--- config.mk ---
export PLATFORM = sky130hd
export DESIGN_NAME = array_linked_list_manager_flat
export DESIGN_NICKNAME = d
export VERILOG_FILES = /design/src/hw/rtl/alm_pkg.sv /design/src/hw/rtl/alm_in_if.sv /design/src/hw/rtl/alm_out_if.sv /design/src/hw/rtl/alm_ram.sv /design/src/hw/rtl/alm_ctrl.sv /design/src/hw/rtl/array_linked_list_manager.sv /design/src/flat_wrapper.sv
export VERILOG_INCLUDE_DIRS = /design/src /design/src/hw/rtl
export SDC_FILE = /design/constraint.sdc
export NUM_CORES = 1
export LEC_CHECK = 0
export ABC_AREA = 1
export BUFFER_PORTS_ARGS = -buffer_cell sky130_fd_sc_hd__buf_2
export CORE_ASPECT_RATIO = 0.75
export CORE_UTILIZATION = 65
export CTS_CLUSTER_DIAMETER = 80
export DETAILED_ROUTE_END_ITERATION = 10
export PLACE_DENSITY_LB_ADDON = 0.1
export REMOVE_ABC_BUFFERS = 1
export SYNTH_ARGS = -nofsm -noshare
export SYNTH_HDL_FRONTEND = slang
export SYNTH_SLANG_ARGS = --single-unit
--- constraint.sdc ---
create_clock -name clk_i -period 5.9 [get_ports clk_i]
set_input_delay 1.18 -clock clk_i [delete_from_list [all_inputs] [get_ports clk_i]]
set_output_delay 1.18 -clock clk_i [all_outputs]
set_load 0.05 [all_outputs]
--- src/hw/rtl/assert_macros.svh ---
// Assertion macros shared by the array linked list manager RTL.
// Assertions are checked in simulation and compile away for synthesis.
`ifndef ASSERT_MACROS_SVH
`define ASSERT_MACROS_SVH
`ifndef SYNTHESIS
`define ALM_ASSERT(label, clk, rstn, prop) \
  label: assert property (@(posedge clk) disable iff (!rstn) prop) \
    else $error("assertion failed");
`define ALM_ASSERT_ALWAYS(label, clk, prop) \
  label: assert property (@(posedge clk) prop) \
    else $error("assertion failed");
`else
`define ALM_ASSERT(label, clk, rstn, prop)
`define ALM_ASSERT_ALWAYS(label, clk, prop)
`endif
`endif

--- src/hw/rtl/alm_pkg.sv ---
// Package for the array linked list manager: sizes, codes, types and helpers.
// Used by the interfaces, the controller and the top level.
package alm_pkg;

  localparam int unsigned Capacity = 16;
  localparam int SlotW = $clog2(Capacity + 1);
  localparam int IdxW = $clog2(Capacity);
  localparam int ValueW = 32;

  typedef logic [SlotW-1:0] slot_t;
  typedef logic [IdxW-1:0] idx_t;
  typedef logic signed [ValueW-1:0] value_t;

  localparam slot_t NoneSlot = SlotW'(Capacity);

  typedef enum logic {
    KindInsert = 1'b0,
    KindDelete = 1'b1
  } kind_e;

  typedef enum logic [1:0] {
    StatusInserted = 2'd0,
    StatusDeleted  = 2'd1,
    StatusNoMatch  = 2'd2,
    StatusFull     = 2'd3
  } status_e;

  typedef enum logic [3:0] {
    FsmInit,
    FsmIdle,
    FsmInsLink,
    FsmInsFixNext,
    FsmInsFixHead,
    FsmDelRead,
    FsmDelCheck,
    FsmDelFixPrev,
    FsmDelFixNext,
    FsmDelFreeHead,
    FsmDelFreeSlot,
    FsmResp
  } state_e;

  typedef struct packed {
    slot_t nxt;
    slot_t prv;
  } link_t;

  localparam int LinkW = $bits(link_t);

  typedef struct packed {
    logic  we;
    idx_t  waddr;
    link_t wmask;
    link_t wdata;
    idx_t  raddr;
  } link_req_t;

  typedef struct packed {
    logic   we;
    idx_t   waddr;
    value_t wdata;
    idx_t   raddr;
  } val_req_t;

  function automatic logic is_slot(slot_t s);
    return s < NoneSlot;
  endfunction

  function automatic slot_t norm_slot(slot_t s);
    return is_slot(s) ? s : NoneSlot;
  endfunction

endpackage

--- src/hw/rtl/alm_in_if.sv ---
// Request channel of the array linked list manager: operation kind and value.
// Depends on alm_pkg for the payload types.
interface alm_in_if import alm_pkg::*; ();
  logic   valid;
  logic   ready;
  kind_e  kind;
  value_t value;

  modport source (output valid, output kind, output value, input ready);
  modport sink (input valid, input kind, input value, output ready);
endinterface

--- src/hw/rtl/alm_out_if.sv ---
// Response channel of the array linked list manager: status and slot index.
// Depends on alm_pkg for the payload types.
interface alm_out_if import alm_pkg::*; ();
  logic    valid;
  logic    ready;
  status_e status;
  slot_t   slot;

  modport source (output valid, output status, output slot, input ready);
  modport sink (input valid, input status, input slot, output ready);
endinterface

--- src/hw/rtl/alm_ram.sv ---
// Generic synchronous RAM with a bit write mask and a registered read port.
// One write and one read per cycle; read data is registered and appears in the cycle after the address.
module alm_ram #(
  parameter int Width = 32,
  parameter int Depth = 16,
  localparam int AddrW = $clog2(Depth)
) (
  input  logic             clk_i,
  input  logic             we_i,
  input  logic [AddrW-1:0] waddr_i,
  input  logic [Width-1:0] wmask_i,
  input  logic [Width-1:0] wdata_i,
  input  logic [AddrW-1:0] raddr_i,
  output logic [Width-1:0] rdata_o
);

  logic [Width-1:0] mem_q [Depth];
  logic [Width-1:0] rdata_q;

  always_ff @(posedge clk_i) begin
    if (we_i) begin
      for (int b = 0; b < Width; b++) begin
        if (wmask_i[b]) begin
          mem_q[waddr_i][b] <= wdata_i[b];
        end
      end
    end
  end

  always_ff @(posedge clk_i) begin
    rdata_q <= mem_q[raddr_i];
  end

  assign rdata_o = rdata_q;

endmodule

--- src/hw/rtl/alm_ctrl.sv ---
// Sequencer of the array linked list manager: link initialization, insert,
// delete walk, unlink and free-list return. Depends on alm_pkg and the interfaces.
`include "assert_macros.svh"

module alm_ctrl import alm_pkg::*; (
  input  logic      clk_i,
  input  logic      rst_ni,
  alm_in_if.sink    req_i,
  alm_out_if.source rsp_o,
  output link_req_t link_req_o,
  input  link_t     link_rdata_i,
  output val_req_t  val_req_o,
  input  value_t    val_rdata_i
);

  state_e  state_q, state_d;
  idx_t    init_q, init_d;
  value_t  op_value_q, op_value_d;
  slot_t   cur_q, cur_d;
  slot_t   steps_q, steps_d;
  slot_t   prev_q, prev_d;
  slot_t   next_q, next_d;
  slot_t   list_head_q, list_head_d;
  slot_t   free_head_q, free_head_d;
  status_e res_status_q, res_status_d;
  slot_t   res_slot_q, res_slot_d;
  logic    out_valid_q, out_valid_d;
  status_e out_status_q, out_status_d;
  slot_t   out_slot_q, out_slot_d;

  logic req_fire;
  logic walk_done;
  logic out_free;

  assign req_fire  = req_i.valid && req_i.ready;
  assign walk_done = !is_slot(cur_q) || (steps_q == NoneSlot);
  assign out_free  = !out_valid_q || rsp_o.ready;

  always_comb begin
    state_d = state_q;
    unique case (state_q)
      FsmInit: begin
        if (init_q == IdxW'(Capacity - 1)) begin
          state_d = FsmIdle;
        end
      end
      FsmIdle: begin
        if (req_fire) begin
          if (req_i.kind == KindInsert) begin
            state_d = is_slot(free_head_q) ? FsmInsLink : FsmResp;
          end else begin
            state_d = FsmDelRead;
          end
        end
      end
      FsmInsLink:     state_d = FsmInsFixNext;
      FsmInsFixNext:  state_d = FsmInsFixHead;
      FsmInsFixHead:  state_d = FsmResp;
      FsmDelRead:     state_d = walk_done ? FsmResp : FsmDelCheck;
      FsmDelCheck:    state_d = (val_rdata_i == op_value_q) ? FsmDelFixPrev : FsmDelRead;
      FsmDelFixPrev:  state_d = FsmDelFixNext;
      FsmDelFixNext:  state_d = FsmDelFreeHead;
      FsmDelFreeHead: state_d = FsmDelFreeSlot;
      FsmDelFreeSlot: state_d = FsmResp;
      FsmResp: begin
        if (out_free) begin
          state_d = FsmIdle;
        end
      end
      default: state_d = FsmIdle;
    endcase
  end

  always_comb begin
    init_d       = init_q;
    op_value_d   = op_value_q;
    cur_d        = cur_q;
    steps_d      = steps_q;
    prev_d       = prev_q;
    next_d       = next_q;
    list_head_d  = list_head_q;
    free_head_d  = free_head_q;
    res_status_d = res_status_q;
    res_slot_d   = res_slot_q;
    out_valid_d  = out_valid_q && !rsp_o.ready;
    out_status_d = out_status_q;
    out_slot_d   = out_slot_q;

    link_req_o       = '0;
    link_req_o.raddr = free_head_q[IdxW-1:0];
    val_req_o        = '0;
    val_req_o.raddr  = cur_q[IdxW-1:0];

    unique case (state_q)
      FsmInit: begin
        link_req_o.we        = 1'b1;
        link_req_o.waddr     = init_q;
        link_req_o.wmask     = '1;
        link_req_o.wdata.nxt = (init_q == IdxW'(Capacity - 1)) ?
                               NoneSlot : SlotW'(init_q) + SlotW'(1);
        link_req_o.wdata.prv = (init_q == '0) ? NoneSlot : SlotW'(init_q) - SlotW'(1);
        init_d               = init_q + IdxW'(1);
      end
      FsmIdle: begin
        if (req_fire) begin
          op_value_d = req_i.value;
          steps_d    = '0;
          if (req_i.kind == KindInsert) begin
            cur_d        = free_head_q;
            res_status_d = StatusFull;
            res_slot_d   = NoneSlot;
          end else begin
            cur_d = list_head_q;
          end
        end
      end
      FsmInsLink: begin
        next_d               = link_rdata_i.nxt;
        link_req_o.we        = 1'b1;
        link_req_o.waddr     = cur_q[IdxW-1:0];
        link_req_o.wmask     = '1;
        link_req_o.wdata.nxt = norm_slot(list_head_q);
        link_req_o.wdata.prv = NoneSlot;
        val_req_o.we         = 1'b1;
        val_req_o.waddr      = cur_q[IdxW-1:0];
        val_req_o.wdata      = op_value_q;
      end
      FsmInsFixNext: begin
        if (is_slot(next_q)) begin
          link_req_o.we        = 1'b1;
          link_req_o.waddr     = next_q[IdxW-1:0];
          link_req_o.wmask.prv = '1;
          link_req_o.wdata.prv = NoneSlot;
        end
      end
      FsmInsFixHead: begin
        if (is_slot(list_head_q)) begin
          link_req_o.we        = 1'b1;
          link_req_o.waddr     = list_head_q[IdxW-1:0];
          link_req_o.wmask.prv = '1;
          link_req_o.wdata.prv = cur_q;
        end
        list_head_d  = cur_q;
        free_head_d  = norm_slot(next_q);
        res_status_d = StatusInserted;
        res_slot_d   = cur_q;
      end
      FsmDelRead: begin
        link_req_o.raddr = cur_q[IdxW-1:0];
        if (walk_done) begin
          res_status_d = StatusNoMatch;
          res_slot_d   = NoneSlot;
        end
      end
      FsmDelCheck: begin
        if (val_rdata_i == op_value_q) begin
          prev_d = norm_slot(link_rdata_i.prv);
          next_d = norm_slot(link_rdata_i.nxt);
        end else begin
          cur_d   = link_rdata_i.nxt;
          steps_d = steps_q + SlotW'(1);
        end
      end
      FsmDelFixPrev: begin
        if (is_slot(prev_q)) begin
          link_req_o.we        = 1'b1;
          link_req_o.waddr     = prev_q[IdxW-1:0];
          link_req_o.wmask.nxt = '1;
          link_req_o.wdata.nxt = next_q;
        end else begin
          list_head_d = next_q;
        end
      end
      FsmDelFixNext: begin
        if (is_slot(next_q)) begin
          link_req_o.we        = 1'b1;
          link_req_o.waddr     = next_q[IdxW-1:0];
          link_req_o.wmask.prv = '1;
          link_req_o.wdata.prv = prev_q;
        end
      end
      FsmDelFreeHead: begin
        if (is_slot(free_head_q)) begin
          link_req_o.we        = 1'b1;
          link_req_o.waddr     = free_head_q[IdxW-1:0];
          link_req_o.wmask.prv = '1;
          link_req_o.wdata.prv = cur_q;
        end
      end
      FsmDelFreeSlot: begin
        link_req_o.we        = 1'b1;
        link_req_o.waddr     = cur_q[IdxW-1:0];
        link_req_o.wmask     = '1;
        link_req_o.wdata.nxt = free_head_q;
        link_req_o.wdata.prv = NoneSlot;
        free_head_d          = cur_q;
        res_status_d         = StatusDeleted;
        res_slot_d           = cur_q;
      end
      FsmResp: begin
        if (out_free) begin
          out_valid_d  = 1'b1;
          out_status_d = res_status_q;
          out_slot_d   = res_slot_q;
        end
      end
      default: begin
      end
    endcase
  end

  always_ff @(posedge clk_i or negedge rst_ni) begin
    if (!rst_ni) begin
      state_q     <= FsmInit;
      init_q      <= '0;
      list_head_q <= NoneSlot;
      free_head_q <= '0;
      out_valid_q <= 1'b0;
    end else begin
      state_q     <= state_d;
      init_q      <= init_d;
      list_head_q <= list_head_d;
      free_head_q <= free_head_d;
      out_valid_q <= out_valid_d;
    end
  end

  always_ff @(posedge clk_i) begin
    op_value_q   <= op_value_d;
    cur_q        <= cur_d;
    steps_q      <= steps_d;
    prev_q       <= prev_d;
    next_q       <= next_d;
    res_status_q <= res_status_d;
    res_slot_q   <= res_slot_d;
    out_status_q <= out_status_d;
    out_slot_q   <= out_slot_d;
  end

  assign req_i.ready  = (state_q == FsmIdle);
  assign rsp_o.valid  = out_valid_q;
  assign rsp_o.status = out_status_q;
  assign rsp_o.slot   = out_slot_q;

  // The two chains never share their head slot.
  `ALM_ASSERT(a_heads_disjoint, clk_i, rst_ni, !(is_slot(list_head_q) && (list_head_q == free_head_q)))
  // The delete walk never counts past the number of slots.
  `ALM_ASSERT(a_steps_bounded, clk_i, rst_ni, (state_q == FsmDelCheck) |-> (steps_q < NoneSlot))
  // Link memory is left alone while waiting for work or for the response slot.
  `ALM_ASSERT(a_no_write_idle, clk_i, rst_ni, (state_q == FsmIdle || state_q == FsmResp) |-> !link_req_o.we)
  // An accepted transaction always leaves the idle state.
  `ALM_ASSERT(a_accept_leaves_idle, clk_i, rst_ni, req_fire |=> (state_q != FsmIdle))
  // A response only appears out of the response state.
  `ALM_ASSERT_ALWAYS(a_resp_source, clk_i, $rose(out_valid_q) |-> ($past(state_q) == FsmResp))

endmodule

--- src/hw/rtl/array_linked_list_manager.sv ---
// Insert: link and value write, free-list successor fix, list head fix, then response;
// a full list goes straight to the response. Delete: each visited slot is read and then
// checked; a match is followed by the unlink and free-list writes and the response.
// One item is in work at a time; the response register frees the request side early.
// After reset the link memory is initialized, all slots chained into the free list, before the first request.
// Top level: holds the link and value memories and the sequencer; depends on alm_pkg.
module array_linked_list_manager import alm_pkg::*; (
  input  logic      clk_i,
  input  logic      rst_ni,
  alm_in_if.sink    req_i,
  alm_out_if.source rsp_o
);

  link_req_t link_req;
  link_t     link_rdata;
  val_req_t  val_req;
  value_t    val_rdata;

  alm_ctrl u_ctrl (
    .clk_i        (clk_i),
    .rst_ni       (rst_ni),
    .req_i        (req_i),
    .rsp_o        (rsp_o),
    .link_req_o   (link_req),
    .link_rdata_i (link_rdata),
    .val_req_o    (val_req),
    .val_rdata_i  (val_rdata)
  );

  alm_ram #(
    .Width (LinkW),
    .Depth (Capacity)
  ) u_link_ram (
    .clk_i   (clk_i),
    .we_i    (link_req.we),
    .waddr_i (link_req.waddr),
    .wmask_i (link_req.wmask),
    .wdata_i (link_req.wdata),
    .raddr_i (link_req.raddr),
    .rdata_o (link_rdata)
  );

  alm_ram #(
    .Width (ValueW),
    .Depth (Capacity)
  ) u_value_ram (
    .clk_i   (clk_i),
    .we_i    (val_req.we),
    .waddr_i (val_req.waddr),
    .wmask_i ({ValueW{1'b1}}),
    .wdata_i (val_req.wdata),
    .raddr_i (val_req.raddr),
    .rdata_o (val_rdata)
  );

endmodule
--- src/flat_wrapper.sv ---
// flat-port wrapper written by rule: the top's interface ports become plain ports
module array_linked_list_manager_flat import alm_pkg::*;
  (clk_i, rst_ni, req_i_valid, req_i_kind, req_i_value, req_i_ready, rsp_o_valid, rsp_o_status, rsp_o_slot, rsp_o_ready);
  alm_in_if req_i_i ();
  alm_out_if rsp_o_i ();
  input  logic clk_i;
  input  logic rst_ni;
  input wire logic [$bits(req_i_i.valid)-1:0] req_i_valid;
  input wire logic [$bits(req_i_i.kind)-1:0] req_i_kind;
  input wire logic [$bits(req_i_i.value)-1:0] req_i_value;
  output wire logic [$bits(req_i_i.ready)-1:0] req_i_ready;
  output wire logic [$bits(rsp_o_i.valid)-1:0] rsp_o_valid;
  output wire logic [$bits(rsp_o_i.status)-1:0] rsp_o_status;
  output wire logic [$bits(rsp_o_i.slot)-1:0] rsp_o_slot;
  input wire logic [$bits(rsp_o_i.ready)-1:0] rsp_o_ready;
  assign req_i_i.valid = req_i_valid;
  assign req_i_i.kind = req_i_kind;
  assign req_i_i.value = req_i_value;
  assign req_i_ready = req_i_i.ready;
  assign rsp_o_valid = rsp_o_i.valid;
  assign rsp_o_status = rsp_o_i.status;
  assign rsp_o_slot = rsp_o_i.slot;
  assign rsp_o_i.ready = rsp_o_ready;
  array_linked_list_manager u_core (.clk_i(clk_i), .rst_ni(rst_ni), .req_i(req_i_i), .rsp_o(rsp_o_i));
endmodule
# Word-level counts from Yosys, hierarchy flattened
# Memory sizes are Yosys's and may differ from the RTL's. A register that Yosys moved wholly into a read port is not among the register bits.
# Cells that the tools add are included.
# Widths: inputs -> output; s select.
[word_totals]
register_bits = 85
ramBits = 672
input_bits = 37
out_inout_bits = 9
word_cells = 163
memories = 2
[memory_table]
columns = ["name", "depth", "word_bits", "read_ports", "rd_ports_with_merged_regs", "write_ports", "line", "source"]
rows = [
  ["u_core.u_value_ram.mem_q", 16, 32, 1, 1, 1, "alm_ram.sv:17", "logic [Width-1:0] mem_q [Depth];"],
  ["u_core.u_link_ram.mem_q", 16, 10, 1, 1, 1, "alm_ram.sv:17", ""],
]
[classes]
add_sub_neg = 4
order_cmp = 7
eq_ne = 22
muxes = 86
reduce_logical = 28
[ops]
columns = ["cell", "n"]
rows = [
  ["$mux 5", 26],
  ["$pmux 5 s2", 6],
  ["$pmux 5 s6", 2],
  ["$pmux 4 s11", 1],
  ["$pmux 5 s4", 2],
  ["$mux 37", 1],
  ["$lt 5x5->1 const B", 7],
  ["$mux 1", 34],
  ["$eq 32x32->1", 1],
  ["$mux 4", 7],
  ["$eq 4x4->1 const B", 5],
  ["$eq 4x3->1 const B", 4],
  ["$pmux 5 s3", 1],
  ["$ne 2x2->1 const B", 7],
  ["$mux 10", 1],
  ["$reduce_and 2->1", 5],
  ["$eq 4x2->1 const B", 2],
  ["$logic_not 4->1", 2],
  ["$mux 2", 4],
  ["$pmux 2 s4", 1],
  ["$reduce_and 4->1", 2],
  ["$reduce_bool 2->1", 4],
  ["$reduce_and 3->1", 2],
  ["$reduce_or 2->1", 3],
  ["13 further kinds", 17],
]

# Logic depth before layout (Yosys ltp)
[depth]
depth_word = 6
depth_mapped = 13

# Hierarchy
# From an unflattened synthesis, not the netlist that was laid out.
[hier_totals]
hier_cells = 4198
area_unflattened_um2 = 37978.9
[by_module_without_submodules]
columns = ["module", "n_inst", "cells_per_inst", "area_each_um2", "seq_area_each_um2"]
rows = [
  ["alm_ram at u_core.u_value_ram", 1, 2750, 25161.6, 16015.4],
  ["alm_ram at u_core.u_link_ram", 1, 866, 7925.1, 5004.8],
  ["alm_ctrl", 1, 581, 4888.4, 2458.6],
  ["array_linked_list_manager", 1, 1, 3.8, 0.0],
]

# Worst setup path before layout
# No wires, ideal clock.
[synth_timing]
path_kind = "register -> register"
start = "register u_core.u_ctrl.cur_q[0]"
end = "memory u_core.u_value_ram.mem_q[0][0] (enable)"
setup_time_ns = 0.461
arrival_time_ns = 3.506
slack_ns = 1.933
stages_incl_launch_ff = 7
synth_period_minus_slack_ns = 3.967
path_cell_list = "edfxtp_1 buf_2 clkinv_1 buf_2 buf_1 a21oi_1 nor3_1"
[synth_via]
elab_chain_len = 1
[synth_rtl]
columns = ["item", "line", "source"]
rows = [
  ["start, declared", "alm_ctrl.sv:19", "slot_t cur_q, cur_d;"],
  ["start signal, assigned", "alm_ctrl.sv:230", "cur_q <= cur_d;"],
  ["$mux 37", "alm_ctrl.sv:94", "unique case (state_q)"],
  ["end, declared", "alm_ram.sv:17", ""],
]
# No other way between the ends.

# Worst setup path after layout
[layout_timing]
start = "register u_core.u_ctrl.state_q[0]"
end = "memory u_core.u_value_ram.mem_q[5][6] (enable)"
[layout_via]
elab_chain_len = 4
[layout_rtl]
columns = ["item", "line", "source"]
rows = [
  ["start, declared", "alm_ctrl.sv:16", "state_e state_q, state_d;"],
  ["start signal, assigned", "alm_ctrl.sv:214", "state_q <= FsmInit;"],
  ["start signal, assigned", "alm_ctrl.sv:220", "state_q <= state_d;"],
  ["$eq 4x2->1 (*)", "alm_ctrl.sv:94", ""],
  ["$mux 37 (*)", "alm_ctrl.sv:94", ""],
  ["$mux 1", "alm_ram.sv:21", "if (we_i) begin"],
  ["$mux 1 (implied by the code)", "alm_ram.sv:24", "mem_q[waddr_i][b] <= wdata_i[b];"],
]
# Mark *: on every way between the ends. The rest lies on a longest branch, timed or not.

==> reports/qor.yml <==
drc: 0
yosysSeqAreaShare: 0.729
hold_path_class: "reg -> reg"
path_clk_slew_ns: 0.06
finalHoldViolCount: 0
stdcell_count: 3365
crit_family: "simple AND/OR/NAND/NOR gates"
drtIter0Drc: 3202
fmax_mhz: 281
io_buffer_count: 45
crit_path_end_kind: "register"
yosysUniqueCellTypes: 46
post-route-min-period_ns: 3.56
nets: 2698
holdWs_ns: 0.420
clock_skew_ns: 0.0270
grt.overflow.total: 0
die_y_um: 195
die-area_um2: 50500
gp_congestion: 0.938
startpoint_type: "register"
drv_cap: 0
cts_resized: 0
cp.buffers_inverters: 3
crit_arrival_ns: 3.79
r2r_end: "u_core.u_value_ram.mem_q[5][6]"
avgSynthCellArea_um2: 12.2
r2r_cells: 8
grt_pass1_vias: 20373
period_share: 0.604
cts_sinks: 799
final_common_cell: "edfxtp_1"
dp_hpwl_mm: 50.0
cts_tree: "yes"
crit_path_max_incr_delay_ns: 1.08
viasPerCell: 6.35
clock_latency_ns: 0.63
routed_wl_mm: 81.9
timing_worst_slew_pin_value_ns: 1.31
critPathMaxFanout: 32
fin_util: 0.723
wire_per_inst_um: 24.3
syn2layout_area_growth_pct: 9.72
cp-startpoint: "u_core.u_ctrl.state_q[0]"
yosysWarnings: 0
r2r_setup_slack_ns: 2.34
initial_core_util: 0.659
finalMaxSlewViolations: 0
syn_inst: 2651
fin_area_um2: 35400
slew_headroom: 0.121
die-width_um: 259
cts_buffer_depth: 3
reg2reg_from: "u_core.u_ctrl.state_q[0]"
placed_cell_area_um2: 33100
core_area_um2: 48900
dp.cells: 3229
timing.final.ws_setup_ns: 2.34
num_vias: 21375
cp.depth: 8
htree_levels: 3
syn_area_um2: 32200
postCtsSetupRepairBufs: 0
globalRouteTotalUtil: 0.333
pre_cts_ws_ns: 2.37
ioPinCount: 46
antennaDiodeCount: 0
power_leakage_nw: 12.8
ir_worst_vdd_uv: 407
cp.required_ns: 6.12
cp_cell_sequence: "inv_1 > nand2_1 > inv_1 > nand2_2 > buf_4 > nor2_1 > nand2_1 > nor2_4"
grt_pass1_wl_mm: 125
numCtsBuffers: 73
worstSetupPathType: "reg -> reg"
status: "complete, no violations"
layout_common_cells: "738 x edfxtp_1, 404 x nor2_1, 378 x nand2_1, 292 x o21ai_0, 158 x inv_1"
drive_gt1_frac: 0.0839
critPathSlowestCell: "nor2_4"
antenna_found_initial: 1
ys_ff_latch: 799
finalPower_mw: 17.6
ctsHoldBuffers: 0
tns_ns: 0
antenna_left: 0
placementRows: 70
power.density_nw_per_um2: 497
critPathCapture: "u_core.u_value_ram.mem_q[5][6]"
dr.pass1.iters: 6
rsz0062_at_grt: "no"
finalSetupViolations: 0
grt_max_degree: 216
root_buffer: "clkbuf_16"
flip-flops by register name, summed over array words and instances (netlist names), 5 cells and up:
register                    count
u_core.u_value_ram.mem_q      512
u_core.u_link_ram.mem_q       160
u_core.u_ctrl.op_value_q       32
u_core.u_value_ram.rdata_o     32
u_core.u_link_ram.rdata_o      10
u_core.u_ctrl.cur_q             5
u_core.u_ctrl.free_head_q       5
u_core.u_ctrl.list_head_q       5
u_core.u_ctrl.next_q            5
u_core.u_ctrl.prev_q            5
u_core.u_ctrl.res_slot_q        5
u_core.u_ctrl.rsp_o.slot        5
u_core.u_ctrl.steps_q           5
how the worst min path moves through the flow:
stage / from / slack, ns / endpoint / cells past startpoint
finish: u_core.u_ctrl.res_slot_q[3] / 0.42 / u_core.u_ctrl.rsp_o.slot[3] / 0
global route: u_core.u_ctrl.res_slot_q[0] / 0.44 / u_core.u_ctrl.rsp_o.slot[0] / 0
global placement: u_core.u_ctrl.res_slot_q[4] / 0.41 / u_core.u_ctrl.rsp_o.slot[4] / 0
CTS: u_core.u_ctrl.res_slot_q[3] / 0.42 / u_core.u_ctrl.rsp_o.slot[3] / 0
detailed placement: u_core.u_ctrl.res_slot_q[0] / 0.40 / u_core.u_ctrl.rsp_o.slot[0] / 0
floorplan: u_core.u_ctrl.res_slot_q[0] / 0.40 / u_core.u_ctrl.rsp_o.slot[0] / 0
metal layers:
metal	wire, um	track usage
met1	34500	0.511
met5	13	0
met4	2100	0.0945
met3	9880	0.0823
met2	35400	0.476
power breakdown:
group | internal (mW) | switching, mW
sequential | 7.16 | 0.318
clock | 2.45 | 2.05
combinational | 1.42 | 4.18
total | 11.0 | 6.55
logic make-up after synthesis:
logic type / synth area share
adders and majority gates: 0.00194
DFF: 0.729
buffers and inverters: 0.0389
and+or+nand+nor: 0.122
AOI/OAI and AO/OA: 0.104
xor gates and xnor gates: 0.00516
Yosys cell counts, drive strengths merged:
library cell | count | area, um2
nor2 | 427 | 1630
o21ai | 297 | 1490
clkbuf | 110 | 413
o21a | 1 | 7.51
a31oi | 7 | 43.8
o211a | 1 | 10.0
o2111ai | 3 | 26.3
o221ai | 112 | 981
nor4 | 2 | 12.5
a22oi | 3 | 22.5
ha | 5 | 62.6
nand4 | 6 | 37.5
nor3b | 1 | 7.51
nor3 | 12 | 65.1
a21o | 1 | 7.51
o211ai | 64 | 480
xnor2 | 5 | 43.8
a32oi | 2 | 17.5
inv | 166 | 623
a21oi | 11 | 62.6
edfxtp | 738 | 22200
and2 | 1 | 6.26
o22ai | 24 | 150
nand3 | 139 | 696
nand3b | 1 | 7.51
xor2 | 14 | 123
nor4b | 1 | 8.76
dfxtp | 42 | 841
clkinv | 5 | 18.8
nand2 | 384 | 1450
o32ai | 1 | 8.76
or2 | 1 | 6.26
a211oi | 4 | 30.0
buf | 41 | 198
dfrtp | 18 | 450
dfstp | 1 | 26.3
final cells by class:
class | count | area [um2]
Sequential cell | 799 | 23500
Fill cell | 3196 | 13500
Inverter | 171 | 648
Clock buffer | 109 | 2060
Tap cell | 648 | 811
Timing Repair Buffer | 81 | 520
Clock inverter | 27 | 173
Multi-Input combinational cell | 1530 | 7660
(Power assumes the default switching activity.)
